`config.mk`:
```
export PLATFORM = sky130hd
export DESIGN_NAME = jhe_front
export DESIGN_NICKNAME = d
export VERILOG_FILES = /design/src/sv/jhe_pkg.sv /design/src/sv/jhe_front.sv
export SDC_FILE = /design/constraint.sdc
export NUM_CORES = 1
export LEC_CHECK = 0
export ABC_CLOCK_PERIOD_IN_PS = 4400
export CORE_MARGIN = 4
export CORE_UTILIZATION = 56
export DETAILED_ROUTE_END_ITERATION = 10
export DONT_BUFFER_PORTS = 1
export GPL_TIMING_DRIVEN = 0
export PLACE_DENSITY_LB_ADDON = 0.2
export SETUP_SLACK_MARGIN = 0.5
export SLEW_MARGIN = 5
export SYNTH_ARGS = -nofsm -noshare
export SYNTH_HDL_FRONTEND = slang
export SYNTH_SLANG_ARGS = --single-unit
```
`constraint.sdc`:
```
create_clock -name clk -period 4.4 [get_ports clk]
set_input_delay 0.88 -clock clk [delete_from_list [all_inputs] [get_ports clk]]
set_output_delay 0.88 -clock clk [all_outputs]
set_load 0.1 [all_outputs]
```
`src/sv/jhe_pkg.sv`:
```
// Shared types, codes and helper functions for the JPEG Huffman symbol encoder.
// No dependencies; jhe_front, jhe_emit and the top level refer to it by scoped names.
package jhe_pkg;

  localparam int CODE_W  = 16;
  localparam int LEN_W   = 5;
  localparam int ENTRY_W = CODE_W + LEN_W;

  localparam int BLOCK_COEFFS = 64;
  localparam logic [5:0] LAST_POS = 6'(BLOCK_COEFFS - 1);
  localparam logic [5:0] RUN_MAX  = 6'd63;
  localparam logic [7:0] ZRL_SYM  = 8'hF0;
  localparam logic [4:0] LEN_MAX  = 5'd16;
  localparam logic [4:0] CAT_WIDE = 5'd16;

  // request codes
  localparam logic [1:0] REQ_LOAD     = 2'd0;
  localparam logic [1:0] REQ_COEF     = 2'd1;
  localparam logic [1:0] REQ_LOSSLESS = 2'd2;
  localparam logic [1:0] REQ_CLEAR    = 2'd3;

  // status codes
  localparam logic [1:0] ST_OK       = 2'd0;
  localparam logic [1:0] ST_BAD_COMP = 2'd1;
  localparam logic [1:0] ST_NO_DC    = 2'd2;
  localparam logic [1:0] ST_NO_AC    = 2'd3;

  typedef struct packed {
    logic [1:0]        req_type;
    logic [5:0]        position;
    logic signed [15:0] sample_value;
    logic [1:0]        component_id;
    logic [1:0]        dc_select;
    logic [1:0]        ac_select;
    logic              load_class;
    logic [1:0]        load_slot;
    logic [7:0]        load_symbol;
    logic [15:0]       load_code;
    logic [4:0]        load_length;
  } in_item_t;

  typedef struct packed {
    logic [15:0] huff_code;
    logic [4:0]  huff_length;
    logic [15:0] extra_bits;
    logic [4:0]  extra_length;
    logic        last_of_run;
    logic [1:0]  status;
  } out_item_t;

  // request handed from the lookup stage to the emit stage
  typedef struct packed {
    logic        valid;
    logic        err;
    logic [1:0]  status;
    logic [1:0]  zrl;
    logic        sym;
    logic [15:0] extra;
    logic [4:0]  elen;
  } look_t;

  // bit length of a magnitude
  function automatic logic [4:0] size_cat(input logic [16:0] mag);
    logic [4:0] n;
    n = '0;
    for (int i = 0; i < 17; i++) begin
      if (mag[i]) n = 5'(i + 1);
    end
    return n;
  endfunction

  function automatic logic [15:0] low_mask16(input logic [4:0] n);
    logic [16:0] m;
    m = (17'd1 << n) - 17'd1;
    return m[15:0];
  endfunction

  // value, or value-1 when negative, cut to elen bits
  function automatic logic [15:0] mag_bits(input logic signed [16:0] val,
                                           input logic [4:0] elen);
    logic [16:0] t;
    t = val[16] ? 17'(val - 17'sd1) : 17'(val);
    return t[15:0] & low_mask16(elen);
  endfunction

endpackage

```
`src/sv/jhe_front.sv`:
```
// Accept stage and table lookup stage: predictor, run and table state, table
// writes, and the address calculation for the code table. Uses jhe_pkg.
module jhe_front #(
  parameter int TABLE_SLOTS = 4,
  parameter int MAX_COMPONENTS = 4,
  localparam int NT = 2 * TABLE_SLOTS,
  localparam int TW = $clog2(NT),
  localparam int AW = TW + 8
) (
  input  logic                 clk,
  input  logic                 rst_n,
  input  logic                 in_valid,
  output logic                 in_ready,
  input  jhe_pkg::in_item_t    in_item,
  input  logic                 cfg_we,
  input  logic [2:0]           cfg_wdata,
  output logic                 wr_en,
  output logic [AW-1:0]        wr_addr,
  output logic [jhe_pkg::ENTRY_W-1:0] wr_data,
  output logic                 rd_en,
  output logic [AW-1:0]        rd_addr_main,
  output logic [AW-1:0]        rd_addr_zrl,
  output jhe_pkg::look_t       look,
  input  logic                 look_take
);

  function automatic logic [2:0] tbl_num(input logic cls, input logic [1:0] slot);
    return (cls ? 3'(TABLE_SLOTS) : 3'd0) + {1'b0, slot};
  endfunction

  function automatic logic slot_ok(input logic [1:0] slot);
    return {1'b0, slot} < 3'(TABLE_SLOTS);
  endfunction

  // architectural state
  logic [2:0]         num_comp_r, num_comp_nxt;
  logic [NT-1:0]      loaded_r, loaded_nxt;
  logic signed [15:0] pred_r [MAX_COMPONENTS];
  logic signed [15:0] pred_nxt [MAX_COMPONENTS];
  logic [5:0]         zero_run_r, zero_run_nxt;
  logic               skip_r, skip_nxt;
  logic [1:0]         block_ac_r, block_ac_nxt;

  // lookup stage
  logic               a_valid_r, a_valid_nxt;
  logic               a_err_r, a_err_nxt;
  logic [1:0]         a_status_r, a_status_nxt;
  logic [TW-1:0]      a_tbl_r, a_tbl_nxt;
  logic signed [16:0] a_val_r, a_val_nxt;
  logic [3:0]         a_run_r, a_run_nxt;
  logic               a_ac_r, a_ac_nxt;
  logic               a_ll_r, a_ll_nxt;
  logic [1:0]         a_zrl_r, a_zrl_nxt;
  logic               a_load;

  logic               acc;
  logic [TW-1:0]      dc_tbl, ac_sel_tbl, blk_tbl, ld_tbl;
  logic               dc_use, ac_use, comp_bad;
  logic signed [15:0] pred_sel;
  logic signed [16:0] v_ext, diff;
  logic [5:0]         run_inc;
  logic [4:0]         len_sat;

  assign in_ready = !a_valid_r || look_take;
  assign acc      = in_valid && in_ready;

  assign dc_tbl     = TW'(tbl_num(1'b0, in_item.dc_select));
  assign ac_sel_tbl = TW'(tbl_num(1'b1, in_item.ac_select));
  assign blk_tbl    = TW'(tbl_num(1'b1, block_ac_r));
  assign ld_tbl     = TW'(tbl_num(in_item.load_class, in_item.load_slot));

  assign dc_use   = slot_ok(in_item.dc_select) && loaded_r[dc_tbl];
  assign ac_use   = slot_ok(in_item.ac_select) && loaded_r[ac_sel_tbl];
  assign comp_bad = ({1'b0, in_item.component_id} >= num_comp_r) ||
                    ({1'b0, in_item.component_id} >= 3'(MAX_COMPONENTS));

  always_comb begin
    pred_sel = '0;
    for (int i = 0; i < MAX_COMPONENTS; i++) begin
      if (in_item.component_id == 2'(i)) pred_sel = pred_r[i];
    end
  end

  assign v_ext   = {in_item.sample_value[15], in_item.sample_value};
  assign diff    = v_ext - {pred_sel[15], pred_sel};
  assign run_inc = (zero_run_r < jhe_pkg::RUN_MAX) ? zero_run_r + 6'd1 : zero_run_r;
  assign len_sat = (in_item.load_length > jhe_pkg::LEN_MAX) ? jhe_pkg::LEN_MAX
                                                          : in_item.load_length;

  // table writes land at the accept edge; a lookup ahead in the pipe reads
  // at the same edge and gets the old entry (read-first), later ones the new
  assign wr_en   = acc && (in_item.req_type == jhe_pkg::REQ_LOAD) &&
                   slot_ok(in_item.load_slot);
  assign wr_addr = {ld_tbl, in_item.load_symbol};
  assign wr_data = {len_sat, in_item.load_code & jhe_pkg::low_mask16(len_sat)};

  always_comb begin
    num_comp_nxt = cfg_we ? cfg_wdata : num_comp_r;
    loaded_nxt   = loaded_r;
    pred_nxt     = pred_r;
    zero_run_nxt = zero_run_r;
    skip_nxt     = skip_r;
    block_ac_nxt = block_ac_r;
    a_load       = 1'b0;
    a_err_nxt    = 1'b0;
    a_status_nxt = jhe_pkg::ST_OK;
    a_tbl_nxt    = dc_tbl;
    a_val_nxt    = v_ext;
    a_run_nxt    = '0;
    a_ac_nxt     = 1'b0;
    a_ll_nxt     = 1'b0;
    a_zrl_nxt    = '0;
    if (acc) begin
      unique case (in_item.req_type)
        jhe_pkg::REQ_LOAD: begin
          if (slot_ok(in_item.load_slot)) loaded_nxt[ld_tbl] = 1'b1;
        end
        jhe_pkg::REQ_CLEAR: begin
          for (int i = 0; i < MAX_COMPONENTS; i++) pred_nxt[i] = '0;
        end
        jhe_pkg::REQ_LOSSLESS: begin
          a_load = 1'b1;
          if (!dc_use) begin
            a_err_nxt    = 1'b1;
            a_status_nxt = jhe_pkg::ST_NO_DC;
          end else begin
            a_ll_nxt = 1'b1;
          end
        end
        jhe_pkg::REQ_COEF: begin
          if (in_item.position == '0) begin
            zero_run_nxt = '0;
            a_load       = 1'b1;
            priority if (comp_bad) begin
              skip_nxt     = 1'b1;
              a_err_nxt    = 1'b1;
              a_status_nxt = jhe_pkg::ST_BAD_COMP;
            end else if (!dc_use) begin
              skip_nxt     = 1'b1;
              a_err_nxt    = 1'b1;
              a_status_nxt = jhe_pkg::ST_NO_DC;
            end else if (!ac_use) begin
              skip_nxt     = 1'b1;
              a_err_nxt    = 1'b1;
              a_status_nxt = jhe_pkg::ST_NO_AC;
            end else begin
              skip_nxt     = 1'b0;
              block_ac_nxt = in_item.ac_select;
              a_val_nxt    = diff;
              for (int i = 0; i < MAX_COMPONENTS; i++) begin
                if (in_item.component_id == 2'(i)) pred_nxt[i] = in_item.sample_value;
              end
            end
          end else if (!skip_r) begin
            a_tbl_nxt = blk_tbl;
            a_ac_nxt  = 1'b1;
            if (in_item.sample_value == '0) begin
              if (in_item.position == jhe_pkg::LAST_POS) begin
                // end of block with zeros pending: EOB is run 0, size 0
                a_load       = 1'b1;
                zero_run_nxt = '0;
              end else begin
                zero_run_nxt = run_inc;
              end
            end else begin
              a_load       = 1'b1;
              a_zrl_nxt    = zero_run_r[5:4];
              a_run_nxt    = zero_run_r[3:0];
              zero_run_nxt = '0;
            end
          end
        end
        default: ;
      endcase
    end
    a_valid_nxt = (a_valid_r && !look_take) || a_load;
  end

  always_ff @(posedge clk) begin
    if (!rst_n) begin
      num_comp_r <= 3'd1;
      loaded_r   <= '0;
      zero_run_r <= '0;
      skip_r     <= 1'b0;
      block_ac_r <= '0;
      a_valid_r  <= 1'b0;
      for (int i = 0; i < MAX_COMPONENTS; i++) pred_r[i] <= '0;
    end else begin
      num_comp_r <= num_comp_nxt;
      loaded_r   <= loaded_nxt;
      zero_run_r <= zero_run_nxt;
      skip_r     <= skip_nxt;
      block_ac_r <= block_ac_nxt;
      a_valid_r  <= a_valid_nxt;
      for (int i = 0; i < MAX_COMPONENTS; i++) pred_r[i] <= pred_nxt[i];
    end
  end

  always_ff @(posedge clk) begin
    if (a_load) begin
      a_err_r    <= a_err_nxt;
      a_status_r <= a_status_nxt;
      a_tbl_r    <= a_tbl_nxt;
      a_val_r    <= a_val_nxt;
      a_run_r    <= a_run_nxt;
      a_ac_r     <= a_ac_nxt;
      a_ll_r     <= a_ll_nxt;
      a_zrl_r    <= a_zrl_nxt;
    end
  end

  // size category and symbol index of the held item
  logic [16:0] a_mag;
  logic [4:0]  a_cat, a_elen;
  logic [7:0]  a_sym;

  assign a_mag  = a_val_r[16] ? 17'(-a_val_r) : 17'(a_val_r);
  assign a_cat  = jhe_pkg::size_cat(a_mag);
  assign a_sym  = a_ac_r ? ({a_run_r, 4'h0} + {3'b000, a_cat}) : {3'b000, a_cat};
  assign a_elen = (a_ll_r && a_cat == jhe_pkg::CAT_WIDE) ? 5'd0 : a_cat;

  assign rd_en        = a_valid_r && look_take;
  assign rd_addr_main = {a_tbl_r, a_sym};
  assign rd_addr_zrl  = {a_tbl_r, jhe_pkg::ZRL_SYM};

  assign look.valid  = a_valid_r;
  assign look.err    = a_err_r;
  assign look.status = a_status_r;
  assign look.zrl    = a_zrl_r;
  assign look.sym    = !a_err_r;
  assign look.extra  = jhe_pkg::mag_bits(a_val_r, a_elen);
  assign look.elen   = a_elen;

endmodule

```
==> Word-level counts from Yosys, hierarchy flattened <==
Cells that the tools add are included.
{ "totals": {"word_cells": 167, "register_bits": 116, "mem_bits_rw": 0, "memories": 0, "rom_bits": 0, "latch_bits": 0, "input_bits": 70} }
{ "classes": {"order_cmp": 7, "n_mux": 77, "bitwise_logic": 6, "n_eq_ne": 18, "multipliers": 0, "n_shift": 2, "div_mod_pow": 0, "n_reduce_logical": 28, "n_addsub": 10} }
{ "op_table": {"columns": ["operator", "n"], "rows": [
  ["$mux 64", 4],
  ["$mux 16", 9],
  ["$pmux 64 s2", 1],
  ["$mux 17", 7],
  ["$mux 5", 18],
  ["$and 16x16->16", 2],
  ["$shl 1x5->16 const A", 2],
  ["$sub 16x1->16 const B", 2],
  ["$mux 6", 5],
  ["$reduce_and 7->1", 4],
  ["$mux 2", 9],
  ["$neg 17->17", 1],
  ["$sub 16x16->17", 1],
  ["$logic_not 16->1", 1],
  ["$mux 1", 16],
  ["$ne 2x2->1 const B", 8],
  ["$sub 16x2->16 const B", 1],
  ["$add 8x5->8", 1],
  ["$eq 2x2->1 const B", 4],
  ["$lt 3x4->1 const B", 2],
  ["$mux 8", 1],
  ["$or 8x8->8", 1],
  ["$add 3x2->3 const A", 2],
  ["$add 6x1->6 const B", 1],
  ["31 further kinds", 45]
]} }

==> Longest topological paths before layout <==
{ "logic_depth": {"ltp_word": 25, "depth_mapped": 17} }

==> Worst setup path before layout <==
No wires, ideal clock.
{ "synth_timing": {"path_type": "flip-flop to output port", "startpoint": "reg a_val_r[4]", "endpoint": "out look[6] in the netlist's numbering", "path_buffers": 2, "slack_ns": -3.106, "arrival_ns": 6.626, "stages_incl_launch_ff": 13, "cell_sequence": "edfxtp_1 buf_2 nor4_1 buf_2 nand3_1 mux2_2 a22oi_1 nand2_1 a21oi_1 nor3_2 nand3b_1 ha_1 a211oi_1"} }
{ "synth_rtl": {"columns": ["element", "line", "source"], "rows": [
  ["from (decl)", "jhe_front.sv:49", "logic signed [16:0] a_val_r, a_val_nxt;"],
  ["from (signal assigned)", "jhe_front.sv:204", "a_val_r <= a_val_nxt;"],
  ["to (decl)", "jhe_front.sv:23", "output jhe_pkg::look_t look,"]
]} }

==> results.py <==
metrics = {
    "setup_path": {
        "worstRegToRegCells": 7,
        "cp-end-kind": "output port",
        "reg2reg_from": "a_valid_r$_SDFF_PN0_",
        "crit_type": "reg2out",
        "critPathMaxStageDelay_ns": 1.07,
        "worstPathCellList": "buf_6 > or4_4 > buf_6 > or4_4 > o31a_1 > o211a_4 > o31ai_4 > nand3b_1 > ha_4 > inv_6 > nor2_4 > o21ai_2 > mux2i_4",
        "crit_slowest_cell": "o31ai_4",
        "critPathLaunchType": "flop",
        "cp.required_ns": 3.52,
        "timing.rr.end": "pred_r[7]$_SDFFE_PN0P_",
        "arrival_ns": 5.07,
        "path_max_fanout": 5,
        "rrSetupSlack_ns": 1.13,
    },
    "timing": {
        "clock_skew_ns": 0.006550,
        "worst_pin_slew_ns": 1.277,
        "fin_ws_ns": -1.551,
        "setup-tns-final_ns": -18.20,
        "setup_violations": 22,
        "max_freq_mhz": 168.0,
        "hold_slack_ns": 0.4693,
        "finalMaxSlewViolations": 0,
        "max-slew-margin-rel_pct": 14.89,
        "min_period_over_period_pct": 135.3,
        "rsz0062_at_grt": "yes",
        "period_minus_slack_ns": 5.951,
        "final-hold-violation-count": 0,
    },
    "die": {
        "floorplan.rows": 44,
        "io_pins": 155,
        "core_area_um2": 14530,
        "dieArea_um2": 16840,
        "initial_core_util_pct": 57.12,
        "die_w_um": 129.8,
        "chipHeight_um": 129.8,
    },
    "placement": {
        "numPortBuffers": 0,
        "placedInstanceArea_um2": 8900,
        "gp_congestion": 0.9426,
        "dp_hpwl_um": 15630,
    },
    "power": {
        "max-vdd-ir-drop_mv": 0.2660,
        "power_switching_mw": 1.081,
        "clkPwrFrac_pct": 41.1,
        "power_frac_comb_pct": 24.1,
        "leakage_nw": 3.619,
        "power_density_nw_per_um2": 321.5,
        "p_sw_share_pct": 33.03,
        "seqPwrFrac_pct": 34.8,
        "p_int_mw": 2.191,
        "finalPower_mw": 3.272,
    },
    "clocking": {
        "clock_latency_ns": 0.41,
        "cts_sinks": 116,
        "cts_buffer_depth": 2,
        "cts_inserted_buffers": 17,
        "h-tree-depth": 4,
        "cts_tree": "done",
        "cts_hold_buffers": 0,
        "clockRootBuffer": "clkbuf_16",
        "clk_pin_slew_worst_paths_ns": 0.05,
    },
    "finish": {
        "final_nets": 1095,
        "final_core_util_pct": 70.02,
        "diodes": 0,
        "drive_above_1_share_pct": 23.39,
        "nFillCells": 1106,
        "area_delta_synth_final_pct": 22.58,
        "final_area_um2": 10180,
    },
    "synth": {
        "synth_area_leaders": "dfxtp_1 (20%), edfxtp_1 (11%), mux2i_1 (8.6%)",
        "ys_seq_area_share_pct": 31.71,
        "synth_area_leader_cell": "dfxtp_1",
        "async_reset_ff_share_pct": 0,
        "synth.most_common_cell": "dfxtp_1",
        "synthCells": 937,
        "dominantRegCellSynth": "dfxtp_1",
        "ys_types": 77,
        "ys_warn_count": 0,
        "synth.top_cell.area_share_pct": 20.50,
        "syn_area_um2": 8302,
        "synth-seq-cells": 116,
        "synth_common_cells": "dfxtp_1 (85), nor2b_1 (83), mux2i_1 (71), nand2_1 (63), nor2_1 (55)",
        "synthesis.area_per_instance_um2": 8.860,
        "synth_edf_count": 31,
    },
    "route": {
        "drt_iter0_markers": 423,
        "firstDrtPassIters": 6,
        "drc": 0,
        "antenna_left": 0,
        "vias_per_cell": 5.950,
        "vias": 7098,
        "drt-total-wl_um": 21800,
        "wl_per_cell_um": 18.27,
    },
    "run_status": {
        "violations": "negative setup slack",
        "status": "complete, but fails checks",
    },
    "global_route": {
        "grt_usage_pct": 25.34,
        "overflow": 0,
        "grt_max_degree": 20,
        "grt_pass1_vias": 6749,
        "antenna_found_initial": 0,
        "grt_pass1_wl_um": 34110,
    },
    "worst_hold_path": {
        "holdPathStages": 1,
        "hp-class": "reg2reg",
        "hp-start": "loaded_r[5]$_SDFFE_PN0P_",
        "min_to": "loaded_r[5]$_SDFFE_PN0P_",
    },
    "run": {
        "maxCapViolCount": 0,
    },
}
==> metal layers <==
| layer | track usage, % | routed length, um | vias up |
|---|---|---|---|
| met1 | 31.26 | 8912 | 3355 |
| met4 | 11.12 | 714 | 0 |
| met3 | 3.520 | 1193 | 51 |
| met5 | 0 | 0 | - |
| li1 | - | - | 3420 |
| met2 | 44.25 | 10980 | 272 |
==> through the flow <==
stage          instances  setup slack, ns
3_5_place_dp        1129           -1.536
4_1_cts             1184           -1.492
2_1_floorplan        943           -1.854
6_report            1193           -1.551
3_3_place_gp        1127           -2.298
5_1_grt             1193           -1.681
==> how the worst max path moves through the flow <==
stage                               from  endpoint  slack, ns  depth (start not counted)
CTS                 a_val_r[5]$_DFFE_PP_  look[19]      -1.49                         13
floorplan           a_val_r[5]$_DFFE_PP_  look[17]      -1.85                         14
global placement    a_val_r[4]$_DFFE_PP_  look[17]      -2.30                         15
finish              a_val_r[5]$_DFFE_PP_  look[19]      -1.55                         13
global route        a_val_r[5]$_DFFE_PP_  look[19]      -1.68                         13
detailed placement  a_val_r[4]$_DFFE_PP_  look[19]      -1.54                         15
==> layout by cell type (no fill, tap or decap), types with 9 or more instances in the layout <==
cell type  netlist  layout
xor2_1          18      15
dfxtp_1         85      85
mux4_2          18      18
xnor2_1         24      21
and3_1          16      16
nand3_1         26      26
clkbuf_1        43      36
inv_1           37      34
mux2i_1         71      70
and2_1          24      18
nor2b_1         83      75
nor3_1          26      20
o211ai_1         9       9
edfxtp_1        31      31
buf_4           24      49
nor4_1          16      11
o21ai_0         35      29
nand2b_1        14      13
o21a_1          13      13
clkbuf_16        0      21
ha_1            28      26
nor2_1          55      47
a21oi_1         32      20
nand2_1         63      59
buf_6            2       9
==> flip-flops by register name, summed over array words and instances, names as in the netlist, 2 cells and up <==
register,cells
a_val_r,17
zero_run_r,6
num_comp_r,3
a_run_r,4
pred_r,64
a_status_r,2
block_ac_r,2
a_zrl_r,2
loaded_r,8
a_tbl_r,3
==> worst max-delay path: cells and delay by family (launching register included) <==
kind | cells | cell delay, ns
compound gates | 4 | 1.71
fa+ha+maj | 1 | 0.18
buf+inv | 3 | 0.30
flops | 1 | 0.37
mux | 1 | 0.67
simple gates | 4 | 1.42
==> cells by family (layout without fill, tap and decap cells) <==
logic type | Yosys count | in the layout | share of synthesized area [%]
muxes | 97 | 97 | 14.57
xor gates and xnor gates | 43 | 43 | 4.627
adders and majority gates | 29 | 29 | 4.461
DFF | 116 | 116 | 31.71
other | 2 | 8 | 0.09046
AOI/OAI and AO/OA | 152 | 152 | 12.34
buffers and inverters | 119 | 185 | 6.812
and+or+nand+nor | 379 | 379 | 25.38
==> power by group through the flow <==
stage          clock (mW)  combinational (mW)  sequential [mW]
2_1_floorplan           0               0.636             1.16
3_3_place_gp            0               0.703             1.16
3_5_place_dp            0               0.718             1.16
4_1_cts              1.36               0.767             1.14
5_1_grt              1.41               0.827             1.14
6_report             1.35               0.788             1.14
==> timing repair <==
| action | 4_1_cts | 5_1_grt |
|---|---|---|
| endpoints found under the hold margin | 0 | 0 |
| buffers inserted | 23 | 9 |
| gates resized for setup | 61 | 29 |
| setup endpoints to repair | 42 | 60 |
| pin swaps | 35 | 18 |
==> layout make-up <==
| class | count | area, um2 | area share (%) |
|---|---|---|---|
| sequential | 116 | 2633 | 25.87 |
| timing repair buffer | 34 | 334.1 | 3.283 |
| tap | 184 | 230.2 | 2.262 |
| clock buffer | 22 | 496.7 | 4.881 |
| clock inverter | 10 | 95.09 | 0.9345 |
| multi-input combinational | 708 | 5725 | 56.26 |
| buffer | 79 | 484.2 | 4.758 |
| inverter | 40 | 177.7 | 1.746 |
No activity file was read; power rests on OpenSTA's default activity.
