==> src/sv/jhe_pkg.sv <==
// Shared types, codes and helper functions for the JPEG Huffman symbol encoder.
// No dependencies; jhe_front, jhe_emit and the top level refer to it by scoped names.
package jhe_pkg;

  localparam int CODE_W  = 16;
  localparam int LEN_W   = 5;
  localparam int ENTRY_W = CODE_W + LEN_W;

  localparam int BLOCK_COEFFS = 64;
  localparam logic [5:0] LAST_POS = 6'(BLOCK_COEFFS - 1);
  localparam logic [5:0] RUN_MAX  = 6'd63;
  localparam logic [7:0] ZRL_SYM  = 8'hF0;
  localparam logic [4:0] LEN_MAX  = 5'd16;
  localparam logic [4:0] CAT_WIDE = 5'd16;

  // request codes
  localparam logic [1:0] REQ_LOAD     = 2'd0;
  localparam logic [1:0] REQ_COEF     = 2'd1;
  localparam logic [1:0] REQ_LOSSLESS = 2'd2;
  localparam logic [1:0] REQ_CLEAR    = 2'd3;

  // status codes
  localparam logic [1:0] ST_OK       = 2'd0;
  localparam logic [1:0] ST_BAD_COMP = 2'd1;
  localparam logic [1:0] ST_NO_DC    = 2'd2;
  localparam logic [1:0] ST_NO_AC    = 2'd3;

  typedef struct packed {
    logic [1:0]        req_type;
    logic [5:0]        position;
    logic signed [15:0] sample_value;
    logic [1:0]        component_id;
    logic [1:0]        dc_select;
    logic [1:0]        ac_select;
    logic              load_class;
    logic [1:0]        load_slot;
    logic [7:0]        load_symbol;
    logic [15:0]       load_code;
    logic [4:0]        load_length;
  } in_item_t;

  typedef struct packed {
    logic [15:0] huff_code;
    logic [4:0]  huff_length;
    logic [15:0] extra_bits;
    logic [4:0]  extra_length;
    logic        last_of_run;
    logic [1:0]  status;
  } out_item_t;

  // request handed from the lookup stage to the emit stage
  typedef struct packed {
    logic        valid;
    logic        err;
    logic [1:0]  status;
    logic [1:0]  zrl;
    logic        sym;
    logic [15:0] extra;
    logic [4:0]  elen;
  } look_t;

  // bit length of a magnitude
  function automatic logic [4:0] size_cat(input logic [16:0] mag);
    logic [4:0] n;
    n = '0;
    for (int i = 0; i < 17; i++) begin
      if (mag[i]) n = 5'(i + 1);
    end
    return n;
  endfunction

  function automatic logic [15:0] low_mask16(input logic [4:0] n);
    logic [16:0] m;
    m = (17'd1 << n) - 17'd1;
    return m[15:0];
  endfunction

  // value, or value-1 when negative, cut to elen bits
  function automatic logic [15:0] mag_bits(input logic signed [16:0] val,
                                           input logic [4:0] elen);
    logic [16:0] t;
    t = val[16] ? 17'(val - 17'sd1) : 17'(val);
    return t[15:0] & low_mask16(elen);
  endfunction

endpackage

==> src/sv/jhe_emit.sv <==
// Emit stage: turns one looked-up item into its ZRL, symbol or status results
// and drives the output register. Uses jhe_pkg.
module jhe_emit (
  input  logic                        clk,
  input  logic                        rst_n,
  input  jhe_pkg::look_t              look,
  output logic                        look_take,
  input  logic [jhe_pkg::ENTRY_W-1:0] rd_main,
  input  logic [jhe_pkg::ENTRY_W-1:0] rd_zrl,
  output logic                        out_valid,
  input  logic                        out_ready,
  output jhe_pkg::out_item_t          out_item
);

  logic               b_valid_r, b_valid_nxt;
  logic               b_err_r;
  logic [1:0]         b_status_r;
  logic [1:0]         b_zrl_r, b_zrl_nxt;
  logic               b_sym_r;
  logic [15:0]        b_extra_r;
  logic [4:0]         b_elen_r;
  logic               out_valid_r, out_valid_nxt;
  jhe_pkg::out_item_t out_item_r, out_item_nxt;

  logic [4:0] mlen, zlen;
  logic       has_zrl, has_main, emit, last, out_free, fire, b_done;

  assign mlen     = rd_main[jhe_pkg::ENTRY_W-1:jhe_pkg::CODE_W];
  assign zlen     = rd_zrl[jhe_pkg::ENTRY_W-1:jhe_pkg::CODE_W];
  assign has_zrl  = (b_zrl_r != '0) && (zlen != '0);
  assign has_main = b_err_r || (b_sym_r && mlen != '0);
  assign emit     = b_valid_r && (has_zrl || has_main);
  assign last     = has_zrl ? (b_zrl_r == 2'd1 && !has_main) : 1'b1;
  assign out_free = !out_valid_r || out_ready;
  assign fire     = emit && out_free;
  assign b_done   = b_valid_r && (!emit || (out_free && last));
  assign look_take = !b_valid_r || b_done;

  always_comb begin
    out_item_nxt.last_of_run = last;
    out_item_nxt.status      = jhe_pkg::ST_OK;
    if (has_zrl) begin
      out_item_nxt.huff_code    = rd_zrl[jhe_pkg::CODE_W-1:0];
      out_item_nxt.huff_length  = zlen;
      out_item_nxt.extra_bits   = '0;
      out_item_nxt.extra_length = '0;
    end else if (b_err_r) begin
      out_item_nxt.huff_code    = '0;
      out_item_nxt.huff_length  = '0;
      out_item_nxt.extra_bits   = '0;
      out_item_nxt.extra_length = '0;
      out_item_nxt.status       = b_status_r;
    end else begin
      out_item_nxt.huff_code    = rd_main[jhe_pkg::CODE_W-1:0];
      out_item_nxt.huff_length  = mlen;
      out_item_nxt.extra_bits   = b_extra_r;
      out_item_nxt.extra_length = b_elen_r;
    end
  end

  always_comb begin
    b_valid_nxt = look_take ? look.valid : b_valid_r;
    b_zrl_nxt   = b_zrl_r;
    if (look_take) begin
      b_zrl_nxt = look.zrl;
    end else if (fire && has_zrl) begin
      b_zrl_nxt = b_zrl_r - 2'd1;
    end
    out_valid_nxt = fire || (out_valid_r && !out_ready);
  end

  always_ff @(posedge clk) begin
    if (!rst_n) begin
      b_valid_r   <= 1'b0;
      out_valid_r <= 1'b0;
    end else begin
      b_valid_r   <= b_valid_nxt;
      out_valid_r <= out_valid_nxt;
    end
  end

  always_ff @(posedge clk) begin
    b_zrl_r <= b_zrl_nxt;
    if (look_take) begin
      b_err_r    <= look.err;
      b_status_r <= look.status;
      b_sym_r    <= look.sym;
      b_extra_r  <= look.extra;
      b_elen_r   <= look.elen;
    end
    if (fire) out_item_r <= out_item_nxt;
  end

  assign out_valid = out_valid_r;
  assign out_item  = out_item_r;

endmodule

==> config.mk <==
export PLATFORM = sky130hd
export DESIGN_NAME = jhe_emit
export DESIGN_NICKNAME = d
export VERILOG_FILES = /design/src/sv/jhe_pkg.sv /design/src/sv/jhe_emit.sv
export SDC_FILE = /design/constraint.sdc
export NUM_CORES = 1
export LEC_CHECK = 0
export BUFFER_PORTS_ARGS = -buffer_cell sky130_fd_sc_hd__buf_2
export CORE_AREA = 3 3 78 80
export CTS_BUF_LIST = sky130_fd_sc_hd__clkbuf_4
export CTS_CLUSTER_DIAMETER = 30
export DETAILED_ROUTE_END_ITERATION = 7
export DIE_AREA = 0 0 81 83
export MAX_ROUTING_LAYER = met4
export PLACE_DENSITY = 0.92
export SLEW_MARGIN = 20
export SYNTH_ARGS = -nofsm -noshare
export SYNTH_HDL_FRONTEND = slang
export SYNTH_SLANG_ARGS = --single-unit
==> constraint.sdc <==
create_clock -name clk -period 5 [get_ports clk]
set_input_delay 0.25 -clock clk [delete_from_list [all_inputs] [get_ports clk]]
set_output_delay 0.25 -clock clk [all_outputs]
set_load 0.02 [all_outputs]
After elaboration in Yosys (flattened, before gate mapping)
Cells that the tools add are included.

storage, ports and cells
  bits in registers = 74
  latch bits = 0
  RAM bits = 0
  ROM bits = 0
  input bits = 73
  output and inout bits = 47
  word-level logic and storage cells = 48
  memories kept = 0

operators by class
  add/sub/neg operators = 1
  $mul = 0
  div/mod/pow operators = 0
  order comparisons = 0
  equality and inequality tests = 1
  shifts and indexed selects = 0
  mux-type cells = 5
  bitwise operators = 1
  reduce and logical (&&, ||, !) cells = 26

operators by type and width
  operator                                           count
  2-to-1 mux 42 bit                                  2
  nonzero test 5 bit                                 2
  logical AND 1 bit                                  9
  logical OR 1 bit                                   6
  logical NOT 1 bit                                  5
  2-to-1 mux 2 bit                                   2
  nonzero test 2 bit                                 2
  OR reduction 2 bit                                 2
  == test 2 x 1 -> 1 bit (second input constant)     1
  subtractor 2 x 1 -> 2 bit (second input constant)  1
  2-to-1 mux 1 bit                                   1
  NOT 1 bit                                          1

Logic depth before layout (Yosys ltp)
Gate-level depths: netlist of run 1.

  depth after elaboration = 11
  depth in mapped cells = 7
  mapped depth without buffers = 5

Worst setup path before layout of run 1
No wires, ideal clock.

  path type = reg2reg
  start = reg b_zrl_r[0]
  end = reg out_item_r (netlist bit out_item[0]) (enable)
  library setup time = 448 ps
  arrival = 2924 ps
  data required time = 4552 ps
  setup slack = 1628 ps
  cell stages (with the launch flop) = 6
  path buffers = 0
  period minus slack after synthesis = 3372 ps
  cells stage by stage = edfxtp_1 -> inv_1 -> ha_1 -> a21oi_1 -> o21ai_0 -> nor2_1

on the way
  word-level cells in the longest chain between the ends = 5

ends and longest elaborated chain
  what                    line            source
  from (decl)             jhe_emit.sv:18  logic [1:0] b_zrl_r, b_zrl_nxt;
  from (signal assigned)  jhe_emit.sv:83  b_zrl_r <= b_zrl_nxt;
  nonzero test 2 bit      jhe_emit.sv:30  assign has_zrl = (b_zrl_r != '0) && (zlen != '0);
  logical AND 1 bit       jhe_emit.sv:30
  logical OR 1 bit        jhe_emit.sv:32  assign emit = b_valid_r && (has_zrl || has_main);
  logical AND 1 bit       jhe_emit.sv:32
  logical AND 1 bit       jhe_emit.sv:35  assign fire = emit && out_free;
  named net fire          jhe_emit.sv:26  logic has_zrl, has_main, emit, last, out_free, fire, b_done;
  to (signal assigned)    jhe_emit.sv:91  if (fire) out_item_r <= out_item_nxt;
  to (decl)               jhe_emit.sv:23  jhe_pkg::out_item_t out_item_r, out_item_nxt;

The timed path passes the listed nets, and every way through them passes these cells.
A chain may end at the register's enable or synchronous reset.

Worst setup path after layout of run 1
  start = reg b_err_r
  end = out look_take

on the way
  word-level cells in the longest chain between the ends = 8
  elaborated cells between the ends (all ways) = 11
  classes of those cells = mux (1); reduce/logical (10)

ends and longest elaborated chain
  what                    line            source
  from (decl)             jhe_emit.sv:16  logic b_err_r;
  from (signal assigned)  jhe_emit.sv:85  b_err_r <= look.err;
  logical OR 1 bit *      jhe_emit.sv:31  assign has_main = b_err_r || (b_sym_r && mlen != '0);
  logical NOT 1 bit       jhe_emit.sv:33  assign last = has_zrl ? (b_zrl_r == 2'd1 && !has_main) : 1'b1;
  logical AND 1 bit       jhe_emit.sv:33
  2-to-1 mux 1 bit        jhe_emit.sv:33
  logical AND 1 bit       jhe_emit.sv:36  assign b_done = b_valid_r && (!emit || (out_free && last));
  logical OR 1 bit *      jhe_emit.sv:36
  logical AND 1 bit *     jhe_emit.sv:36
  logical OR 1 bit *      jhe_emit.sv:37  assign look_take = !b_valid_r || b_done;
  to (decl)               jhe_emit.sv:7   output logic look_take,

Every way passes the cells marked *; elsewhere a longest branch is shown, timed or not.

==> flow_summary.html, run 1 <==
<table>
<tr><th>Metric</th><th>Value</th></tr>
<tr><th colspan="2">Placement</th></tr>
<tr><td>Placer congestion estimate</td><td>0.780</td></tr>
<tr><td>Port bufs</td><td>119</td></tr>
<tr><td>Post-detailed-placement half-perimeter wirelength</td><td>3870 µm</td></tr>
<tr><td>Standard cell area after detailed placement</td><td>0.00355 mm²</td></tr>
<tr><th colspan="2">Timing</th></tr>
<tr><td>Count of endpoints failing hold in the final timing report</td><td>0</td></tr>
<tr><td>Worst hold slack</td><td>0.0204 ns</td></tr>
<tr><td>RSZ-0062 raised after global routing</td><td>no</td></tr>
<tr><td>Shortest clock period the worst path allows after layout</td><td>3.35 ns</td></tr>
<tr><td>Number of max-slew violations in the final report</td><td>0</td></tr>
<tr><td>Final number of setup-violating endpoints</td><td>0</td></tr>
<tr><td>Fin Setup TNS</td><td>0 ns</td></tr>
<tr><td>Clock Skew</td><td>0.00916 ns</td></tr>
<tr><td>Max Fclk</td><td>299 MHz</td></tr>
<tr><td>Share of the cycle needed by the critical path after routing</td><td>0.669</td></tr>
<tr><td>Slew at the pin closest to its max-slew limit</td><td>0.951 ns</td></tr>
<tr><td>Relative slew margins</td><td>0.366</td></tr>
<tr><th colspan="2">Yosys</th></tr>
<tr><td>Ys flop type</td><td>edfxtp_1</td></tr>
<tr><td>Proportion of synthesized chip area in sequential cells</td><td>0.769</td></tr>
<tr><td>Number of distinct library cell variants in the gate-level netlist after synthesis</td><td>25</td></tr>
<tr><td>Synth async-reset ratio</td><td>0</td></tr>
<tr><td>Total of flip-flops plus latches after synthesis</td><td>74</td></tr>
<tr><td>Post-synth EDFFs</td><td>72</td></tr>
<tr><td>Synthesized net count</td><td>262</td></tr>
<tr><td>Average cell area after synthesis</td><td>15.3 µm²</td></tr>
<tr><td>Synthesized netlist cell count</td><td>187</td></tr>
<tr><td>Netlist area before placement</td><td>0.00286 mm²</td></tr>
<tr><td>Synthesis Warnings</td><td>0</td></tr>
<tr><th colspan="2">Clock network</th></tr>
<tr><td>Htree depth</td><td>3</td></tr>
<tr><td>Number of clock buffers inserted by TritonCTS</td><td>9</td></tr>
<tr><td>Clk pin slew, worst setup/hold paths</td><td>0.10 ns</td></tr>
<tr><td>Post CTS Setup Buffer Count</td><td>0</td></tr>
<tr><td>Worst skew pair latency</td><td>0.40 ns</td></tr>
<tr><td>CTS tree</td><td>built</td></tr>
<tr><td>Number of buffers between clock root and the deepest sink</td><td>2</td></tr>
<tr><td>Number of clock sinks seen by CTS</td><td>74</td></tr>
<tr><td>Root Driver</td><td>clkbuf_4</td></tr>
<tr><td>Post-cts repair resize count</td><td>0</td></tr>
<tr><th colspan="2">Critical path</th></tr>
<tr><td>R2R Path Start</td><td>b_err_r</td></tr>
<tr><td>Depth of the worst register-to-register path</td><td>4</td></tr>
<tr><td>Register-to-register setup slack</td><td>2.03 ns</td></tr>
<tr><td>Critical path's largest stage delay</td><td>0.75 ns</td></tr>
<tr><td>Cell-by-cell trace of the critical path</td><td>or4_1, o32a_1, o221ai_4, buf_2</td></tr>
<tr><td>Critical path peak fanout</td><td>29</td></tr>
<tr><td>CP bufs+invs</td><td>1</td></tr>
<tr><td>Data arrival time of the worst path</td><td>3.10 ns</td></tr>
<tr><td>Endpoint required time on the critical path</td><td>4.75 ns</td></tr>
<tr><td>Crit path launch type</td><td>flip-flop</td></tr>
<tr><td>Slowest cell on the critical path</td><td>o221ai_4</td></tr>
<tr><td>Cell family contributing the most delay on the critical path</td><td>compound AO/OA/AOI/OAI gates</td></tr>
<tr><td>Capture point of the worst reg-to-reg path</td><td>b_zrl_r[0]</td></tr>
<tr><td>Type of the worst setup path</td><td>flip-flop to output port</td></tr>
<tr><td>Setup crit end kind</td><td>output port</td></tr>
<tr><th colspan="2">Layout</th></tr>
<tr><td>N_diodes</td><td>0</td></tr>
<tr><td>Design area</td><td>0.00388 mm²</td></tr>
<tr><td>Nets@finish</td><td>401</td></tr>
<tr><td>Storage cell area</td><td>0.00220 mm²</td></tr>
<tr><td>Commonest non-fill, non-tap cells in the layout</td><td>buf_2, edfxtp_1, and2_1, o21ai_0, nand2b_1</td></tr>
<tr><td>Commonest non-fill, non-tap cell in the layout</td><td>buf_2</td></tr>
<tr><td>Signed area change from the synthesized netlist to the final layout</td><td>35.7%</td></tr>
<tr><td>Fraction of layout cells with a size suffix above 1</td><td>0.430</td></tr>
<tr><td>FILL cells</td><td>399</td></tr>
<tr><td>Area used by multi-input combinational logic</td><td>633 µm²</td></tr>
<tr><th colspan="2">Floorplanning</th></tr>
<tr><td>Cell Rows</td><td>27</td></tr>
<tr><td>Area of the core</td><td>0.00547 mm²</td></tr>
<tr><td>Initial Util</td><td>0.523</td></tr>
<tr><td>Chip height</td><td>83 µm</td></tr>
<tr><td>Number of ports placed on the die boundary</td><td>120</td></tr>
<tr><td>Area of the die</td><td>0.00672 mm²</td></tr>
<tr><td>Die extent in x</td><td>81 µm</td></tr>
<tr><th colspan="2">Global routing</th></tr>
<tr><td>Routing layer with the top usage in global route</td><td>met2</td></tr>
<tr><td>Global Route met2 Usage</td><td>0.283</td></tr>
<tr><td>Global-route wire length before repair</td><td>8580 µm</td></tr>
<tr><td>Via count of the first global-routing pass</td><td>1,846</td></tr>
<tr><td>GRT overflow</td><td>0</td></tr>
<tr><td>Antenna violations before repair</td><td>0</td></tr>
<tr><td>Met1 track demand over resource</td><td>0.204</td></tr>
<tr><td>Total global-route track usage</td><td>0.179</td></tr>
<tr><td>Maximum number of pins on one net before global-route repair</td><td>46</td></tr>
<tr><td>GR Layer Usage met3</td><td>0.0531</td></tr>
<tr><th colspan="2">Power and ir drop</th></tr>
<tr><td>Power per Cell Area</td><td>361 mW/mm²</td></tr>
<tr><td>Worst IR Drop VDD</td><td>0.281 mV</td></tr>
<tr><td>Total power consumption of the routed design</td><td>1.40 mW</td></tr>
<tr><td>Leakage power</td><td>1.68 nW</td></tr>
<tr><th colspan="2">Detailed routing</th></tr>
<tr><td>Final ANT Viol Nets</td><td>0</td></tr>
<tr><td>DRC marker count from the first detailed-route iteration</td><td>76</td></tr>
<tr><td>Initial DRT Pass Iterations</td><td>4</td></tr>
<tr><td>Total number of vias</td><td>1,905</td></tr>
<tr><td>Post-detailed-route DRC marker count</td><td>0</td></tr>
<tr><td>Detailed-route wire length per cell</td><td>14.3 µm</td></tr>
<tr><td>WL final</td><td>5750 µm</td></tr>
<tr><td>Mean number of vias per cell</td><td>4.74</td></tr>
<tr><th colspan="2">Flow run</th></tr>
<tr><td>Max capacitance violation total</td><td>0</td></tr>
<tr><th colspan="2">Outcome</th></tr>
<tr><td>Status</td><td>finished, final reports clean</td></tr>
<tr><th colspan="2">Min path</th></tr>
<tr><td>Startpoint of the most critical hold path</td><td>look[21]</td></tr>
<tr><td>Class of the tightest hold or removal check</td><td>primary input to flip-flop</td></tr>
<tr><td>Endpoint of the worst hold path</td><td>b_sym_r</td></tr>
<tr><td>Number of cells on the worst hold path</td><td>1</td></tr>
</table>
[routing by layer]
layer / vias to the layer above / wire length [µm]
met3: 15 / 349
met1: 863 / 2190
met4: 0 / 168
li1: 954 / -
met5: - / 0
met2: 73 / 3050
[where the power goes]
group / switching [mW] / internal, mW
Combinational: 0.132 / 0.0889
Sequential: 0.0174 / 0.756
Clock: 0.190 / 0.217
Total: 0.339 / 1.06
[cells in the mapped netlist, drive strengths merged, types with 2 or more instances]
cell / n / area [µm²]
nand2b: 17 / 106
a21o: 3 / 22.5
a21boi: 2 / 15.0
inv: 6 / 22.5
dfxtp: 2 / 40.0
nor3b: 3 / 22.5
o21ai: 18 / 90.1
and2: 21 / 131
nor2: 3 / 11.3
nand2: 16 / 60.1
clkbuf: 8 / 30.0
and3b: 2 / 17.5
edfxtp: 72 / 2160
ha: 2 / 25.0
a22o: 2 / 17.5
[what timing repair did]
item,in CTS,in global routing
endpoints found under the hold margin,6,9
setup endpoints to repair,0,0
hold buffers,6,9
[sequential cells by signal (all words and copies together) (netlist names)]
signal      count
b_elen_r        5
b_err_r         1
b_extra_r      16
b_status_r      2
b_sym_r         1
b_valid_r       1
b_zrl_r         2
out_item       45
out_valid       1
[worst max path at each step]
stage                from          end  slack, ns  cells past startpoint
2_1_floorplan  b_zrl_r[0]  out_item[0]       1.63                      5
3_3_place_gp      b_err_r   b_zrl_r[0]       2.09                      4
3_5_place_dp      b_err_r   b_zrl_r[0]       2.02                      4
4_1_cts           b_err_r    look_take       1.62                      4
5_1_grt           b_err_r    look_take       1.46                      4
6_report          b_err_r    look_take       1.65                      4
[layout make-up]
class                      count  share of cell area
sequential                    74               0.567
timing repair buffer         136               0.201
multi-input combinational     99               0.163
clock buffer                  12              0.0232
tap                           72              0.0232
clock inverter                 3              0.0168
inverter                       6             0.00580
[kinds of logic (layout without fill, tap and decap cells)]
| group | count (synthesis) | count (layout) | synth area share |
|---|---|---|---|
| simple gates | 66 | 66 | 0.131 |
| flops | 74 | 74 | 0.769 |
| buf+inv | 14 | 157 | 0.0184 |
| fa+ha+maj | 2 | 2 | 0.00874 |
| mux | 2 | 2 | 0.00874 |
| compound gates | 29 | 29 | 0.0642 |
[stage by stage]
| step | setup WS, ns | cells | util |
|---|---|---|---|
| 5_1_grt | 1.46 | 402 | 0.710 |
| 2_1_floorplan | 1.63 | 187 | - |
| 4_1_cts | 1.62 | 392 | 0.688 |
| 6_report | 1.65 | 402 | 0.710 |
| 3_5_place_dp | 2.02 | 371 | 0.648 |
| 3_3_place_gp | 2.09 | 371 | 0.648 |
Note: power is estimated with default switching activity, not from simulation.
==> run 2, diff against run 1 <==
--- a/config.mk
+++ b/config.mk
@@ -6,13 +6,13 @@
 export NUM_CORES = 1
 export LEC_CHECK = 0
 export BUFFER_PORTS_ARGS = -buffer_cell sky130_fd_sc_hd__buf_2
-export CORE_AREA = 3 3 78 80
+export CORE_AREA = 3 3 85 87
 export CTS_BUF_LIST = sky130_fd_sc_hd__clkbuf_4
 export CTS_CLUSTER_DIAMETER = 30
 export DETAILED_ROUTE_END_ITERATION = 7
-export DIE_AREA = 0 0 81 83
+export DIE_AREA = 0 0 88 90
 export MAX_ROUTING_LAYER = met4
-export PLACE_DENSITY = 0.92
+export PLACE_DENSITY = 0.83
 export SLEW_MARGIN = 20
 export SYNTH_ARGS = -nofsm -noshare
 export SYNTH_HDL_FRONTEND = slang
==> constraint.sdc (replaced) <==
create_clock -name clk -period 2.9 [get_ports clk]
set_input_delay 0.145 -clock clk [delete_from_list [all_inputs] [get_ports clk]]
set_output_delay 0.145 -clock clk [all_outputs]
set_load 0.02 [all_outputs]
==> flow_summary.html, run 2 (synthesized netlist as in run 1, its figures left out) <==
<table>
<tr><th>Metric</th><th>Value</th></tr>
<tr><th colspan="2">Min path</th></tr>
<tr><td>Endpoint of the worst hold path</td><td>out_item[29] (was b_sym_r)</td></tr>
<tr><td>Class of the tightest hold or removal check</td><td>primary input to flip-flop (unchanged)</td></tr>
<tr><td>Number of cells on the worst hold path</td><td>3 (was 1)</td></tr>
<tr><td>Startpoint of the most critical hold path</td><td>rd_zrl[0] (was look[21])</td></tr>
<tr><th colspan="2">Global routing</th></tr>
<tr><td>Antenna violations before repair</td><td>0 (unchanged)</td></tr>
<tr><td>GRT overflow</td><td>0 (unchanged)</td></tr>
<tr><td>Global-route wire length before repair</td><td>10,000 µm (was 8580 µm)</td></tr>
<tr><td>Via count of the first global-routing pass</td><td>2,053 (was 1,846)</td></tr>
<tr><td>Total global-route track usage</td><td>0.172 (was 0.179)</td></tr>
<tr><td>Maximum number of pins on one net before global-route repair</td><td>46 (unchanged)</td></tr>
<tr><th colspan="2">Critical path</th></tr>
<tr><td>Depth of the worst register-to-register path</td><td>6 (was 4)</td></tr>
<tr><td>Setup crit end kind</td><td>flip-flop (was output port)</td></tr>
<tr><td>Critical path's largest stage delay</td><td>0.55 ns (was 0.75 ns)</td></tr>
<tr><td>Endpoint required time on the critical path</td><td>3.21 ns (was 4.75 ns)</td></tr>
<tr><td>Cell-by-cell trace of the critical path</td><td>or4_1, o32a_1, o221ai_4, buf_4, a21boi_0, dlygate4sd3_1 (was or4_1, o32a_1, o221ai_4, buf_2)</td></tr>
<tr><td>Register-to-register setup slack</td><td>0.39 ns (was 2.03 ns)</td></tr>
<tr><td>Critical path peak fanout</td><td>14 (was 29)</td></tr>
<tr><td>Type of the worst setup path</td><td>flip-flop to flip-flop (was flip-flop to output port)</td></tr>
<tr><td>CP bufs+invs</td><td>2 (was 1)</td></tr>
<tr><td>Data arrival time of the worst path</td><td>2.81 ns (was 3.10 ns)</td></tr>
<tr><td>R2R Path Start</td><td>b_err_r (unchanged)</td></tr>
<tr><td>Slowest cell on the critical path</td><td>dlygate4sd3_1 (was o221ai_4)</td></tr>
<tr><td>Capture point of the worst reg-to-reg path</td><td>b_valid_r (was b_zrl_r[0])</td></tr>
<tr><td>Cell family contributing the most delay on the critical path</td><td>buffers and inverters (was compound AO/OA/AOI/OAI gates)</td></tr>
<tr><td>Crit path launch type</td><td>flip-flop (unchanged)</td></tr>
<tr><th colspan="2">Placement</th></tr>
<tr><td>Post-detailed-placement half-perimeter wirelength</td><td>4330 µm (was 3870 µm)</td></tr>
<tr><td>Port bufs</td><td>119 (unchanged)</td></tr>
<tr><td>Placer congestion estimate</td><td>0.853 (was 0.780)</td></tr>
<tr><td>Placed cell count</td><td>379 (was 371)</td></tr>
<tr><th colspan="2">Outcome</th></tr>
<tr><td>Status</td><td>finished, final reports clean (unchanged)</td></tr>
<tr><th colspan="2">Layout</th></tr>
<tr><td>N_diodes</td><td>0 (unchanged)</td></tr>
<tr><td>Nets@finish</td><td>424 (was 401)</td></tr>
<tr><td>Commonest non-fill, non-tap cells in the layout</td><td>buf_2, edfxtp_1, dlygate4sd3_1, and2_1, o21ai_0 (was buf_2, edfxtp_1, and2_1, o21ai_0, nand2b_1)</td></tr>
<tr><td>Commonest non-fill, non-tap cell in the layout</td><td>buf_2 (unchanged)</td></tr>
<tr><td>Post-route insts no fill</td><td>430 (was 402)</td></tr>
<tr><td>Final cell utilization of the core</td><td>0.635 (was 0.710)</td></tr>
<tr><td>FILL cells</td><td>499 (was 399)</td></tr>
<tr><td>Signed area change from the synthesized netlist to the final layout</td><td>42.6% (was 35.7%)</td></tr>
<tr><td>Fraction of layout cells with a size suffix above 1</td><td>0.411 (was 0.430)</td></tr>
<tr><td>Max reg flops</td><td>45 (unchanged)</td></tr>
<tr><th colspan="2">Clock network</th></tr>
<tr><td>Htree depth</td><td>3 (unchanged)</td></tr>
<tr><td>Clk pin slew, worst setup/hold paths</td><td>0.12 ns (was 0.10 ns)</td></tr>
<tr><td>CTS tree</td><td>built (unchanged)</td></tr>
<tr><td>Worst skew pair latency</td><td>0.41 ns (was 0.40 ns)</td></tr>
<tr><td>Number of clock buffers inserted by TritonCTS</td><td>9 (unchanged)</td></tr>
<tr><td>Post-cts repair resize count</td><td>0 (unchanged)</td></tr>
<tr><td>Root Driver</td><td>clkbuf_4 (unchanged)</td></tr>
<tr><td>Number of clock sinks seen by CTS</td><td>74 (unchanged)</td></tr>
<tr><td>Number of buffers between clock root and the deepest sink</td><td>2 (unchanged)</td></tr>
<tr><th colspan="2">Timing</th></tr>
<tr><td>Relative slew margins</td><td>0.564 (was 0.366)</td></tr>
<tr><td>Count of endpoints failing hold in the final timing report</td><td>0 (unchanged)</td></tr>
<tr><td>RSZ-0062 raised after global routing</td><td>no (unchanged)</td></tr>
<tr><td>Shortest clock period the worst path allows after layout</td><td>2.51 ns</td></tr>
<tr><td>Share of the cycle needed by the critical path after routing</td><td>0.864</td></tr>
<tr><td>Fin Setup TNS</td><td>0 ns (unchanged)</td></tr>
<tr><td>Slew at the pin closest to its max-slew limit</td><td>0.653 ns (was 0.951 ns)</td></tr>
<tr><td>Max Fclk</td><td>399 MHz</td></tr>
<tr><td>Final number of setup-violating endpoints</td><td>0 (unchanged)</td></tr>
<tr><td>Clock Skew</td><td>0.0203 ns (was 0.00916 ns)</td></tr>
<tr><td>Number of max-slew violations in the final report</td><td>0 (unchanged)</td></tr>
<tr><th colspan="2">Floorplanning</th></tr>
<tr><td>Cell Rows</td><td>29 (was 27)</td></tr>
<tr><td>Area of the core</td><td>0.00642 mm² (was 0.00547 mm²)</td></tr>
<tr><td>Area of the die</td><td>0.00792 mm² (was 0.00672 mm²)</td></tr>
<tr><td>Initial Util</td><td>0.446 (was 0.523)</td></tr>
<tr><td>Number of ports placed on the die boundary</td><td>120 (unchanged)</td></tr>
<tr><td>Chip height</td><td>90 µm (was 83 µm)</td></tr>
<tr><td>Die extent in x</td><td>88 µm (was 81 µm)</td></tr>
<tr><th colspan="2">Power and ir drop</th></tr>
<tr><td>Leakage power</td><td>1.76 nW (was 1.68 nW)</td></tr>
<tr><td>Power per Cell Area</td><td>576 mW/mm² (was 361 mW/mm²)</td></tr>
<tr><td>Worst IR Drop VDD</td><td>0.258 mV (was 0.281 mV)</td></tr>
<tr><th colspan="2">Detailed routing</th></tr>
<tr><td>Detailed-route wire length per cell</td><td>14.7 µm (was 14.3 µm)</td></tr>
<tr><td>Initial DRT Pass Iterations</td><td>4 (unchanged)</td></tr>
<tr><td>Final ANT Viol Nets</td><td>0 (unchanged)</td></tr>
<tr><td>WL final</td><td>6320 µm (was 5750 µm)</td></tr>
<tr><td>Mean number of vias per cell</td><td>4.76 (was 4.74)</td></tr>
<tr><td>Post-detailed-route DRC marker count</td><td>0 (unchanged)</td></tr>
<tr><td>Total number of vias</td><td>2,045 (was 1,905)</td></tr>
<tr><td>DRC marker count from the first detailed-route iteration</td><td>86 (was 76)</td></tr>
<tr><th colspan="2">Flow run</th></tr>
<tr><td>Max capacitance violation total</td><td>0 (unchanged)</td></tr>
</table>
## run 2: cell count changes in the layout (fill, tap and decap cells not counted), sizes merged
cell | before | now
buf | 121 | 124
bufinv | 2 | 1
clkbuf | 12 | 10
clkinv | 1 | 3
clkinvlp | 0 | 1
dlygate4sd3 | 15 | 35
## run 2: what timing repair did
action                                 4_1_cts  5_1_grt
hold buffers                                33        2
setup buffers                                0        0
endpoints found under the hold margin       32        2
setup endpoints to repair                    0        0
## run 2: layout make-up
| class | count | area (µm²) | area share |
|---|---|---|---|
| multi-input cells | 99 | 633 | 0.155 |
| inverters | 6 | 22.5 | 0.00552 |
| clock buffers | 10 | 75.1 | 0.0184 |
| repair buffers | 159 | 996 | 0.244 |
| well taps | 77 | 96.3 | 0.0236 |
| clock inverters | 5 | 56.3 | 0.0138 |
| flip-flops and latches | 74 | 2200 | 0.540 |
## run 2: layer usage
metal	global-route usage	up-vias	share of wire
met3	0.0448	13	0.072
met1	0.201	944	0.39
li1	-	1002	-
met4	0.0793	0	0.018
met2	0.274	86	0.52
met5	-	-	0
## run 2: stage by stage
stage	power (mW)	setup slack (ns)	area, µm²	hold WS [ns]
2_1_floorplan	1.57	0.179	2880	0.244
3_3_place_gp	1.71	0.596	3580	0.322
3_5_place_dp	1.73	0.491	3580	0.323
4_1_cts	2.37	0.374	4040	0.00139
5_1_grt	2.48	0.257	4080	0.00231
6_report	2.35	0.394	4080	0.0265
## run 2: worst register-to-register path: cells and delay by family (launching register included)
family,cells,cell delay [ns]
AND/OR/NAND/NOR,1,0.52
AO/OA/AOI/OAI,3,0.67
flip-flops,1,0.41
buffers and inverters,2,0.81
## run 2: how the worst max path moves through the flow
stage	start	endpoint	slack (ns)	cells after the start
finish	b_err_r	b_valid_r	0.39	6
floorplan	b_zrl_r[0]	out_item[0]	0.18	5
CTS	b_err_r	look_take	0.37	5
detailed placement	b_err_r	out_item[19]	0.49	4
global route	b_err_r	b_valid_r	0.26	6
global placement	b_err_r	out_item[14]	0.60	4
## run 2: power breakdown
group / switching (mW) / leakage [nW] / total (mW) / internal [mW]
Sequential: 0.0243 / 0.730 / 1.33 / 1.30
Clock: 0.342 / 0.0722 / 0.609 / 0.267
Combinational: 0.242 / 0.955 / 0.417 / 0.175
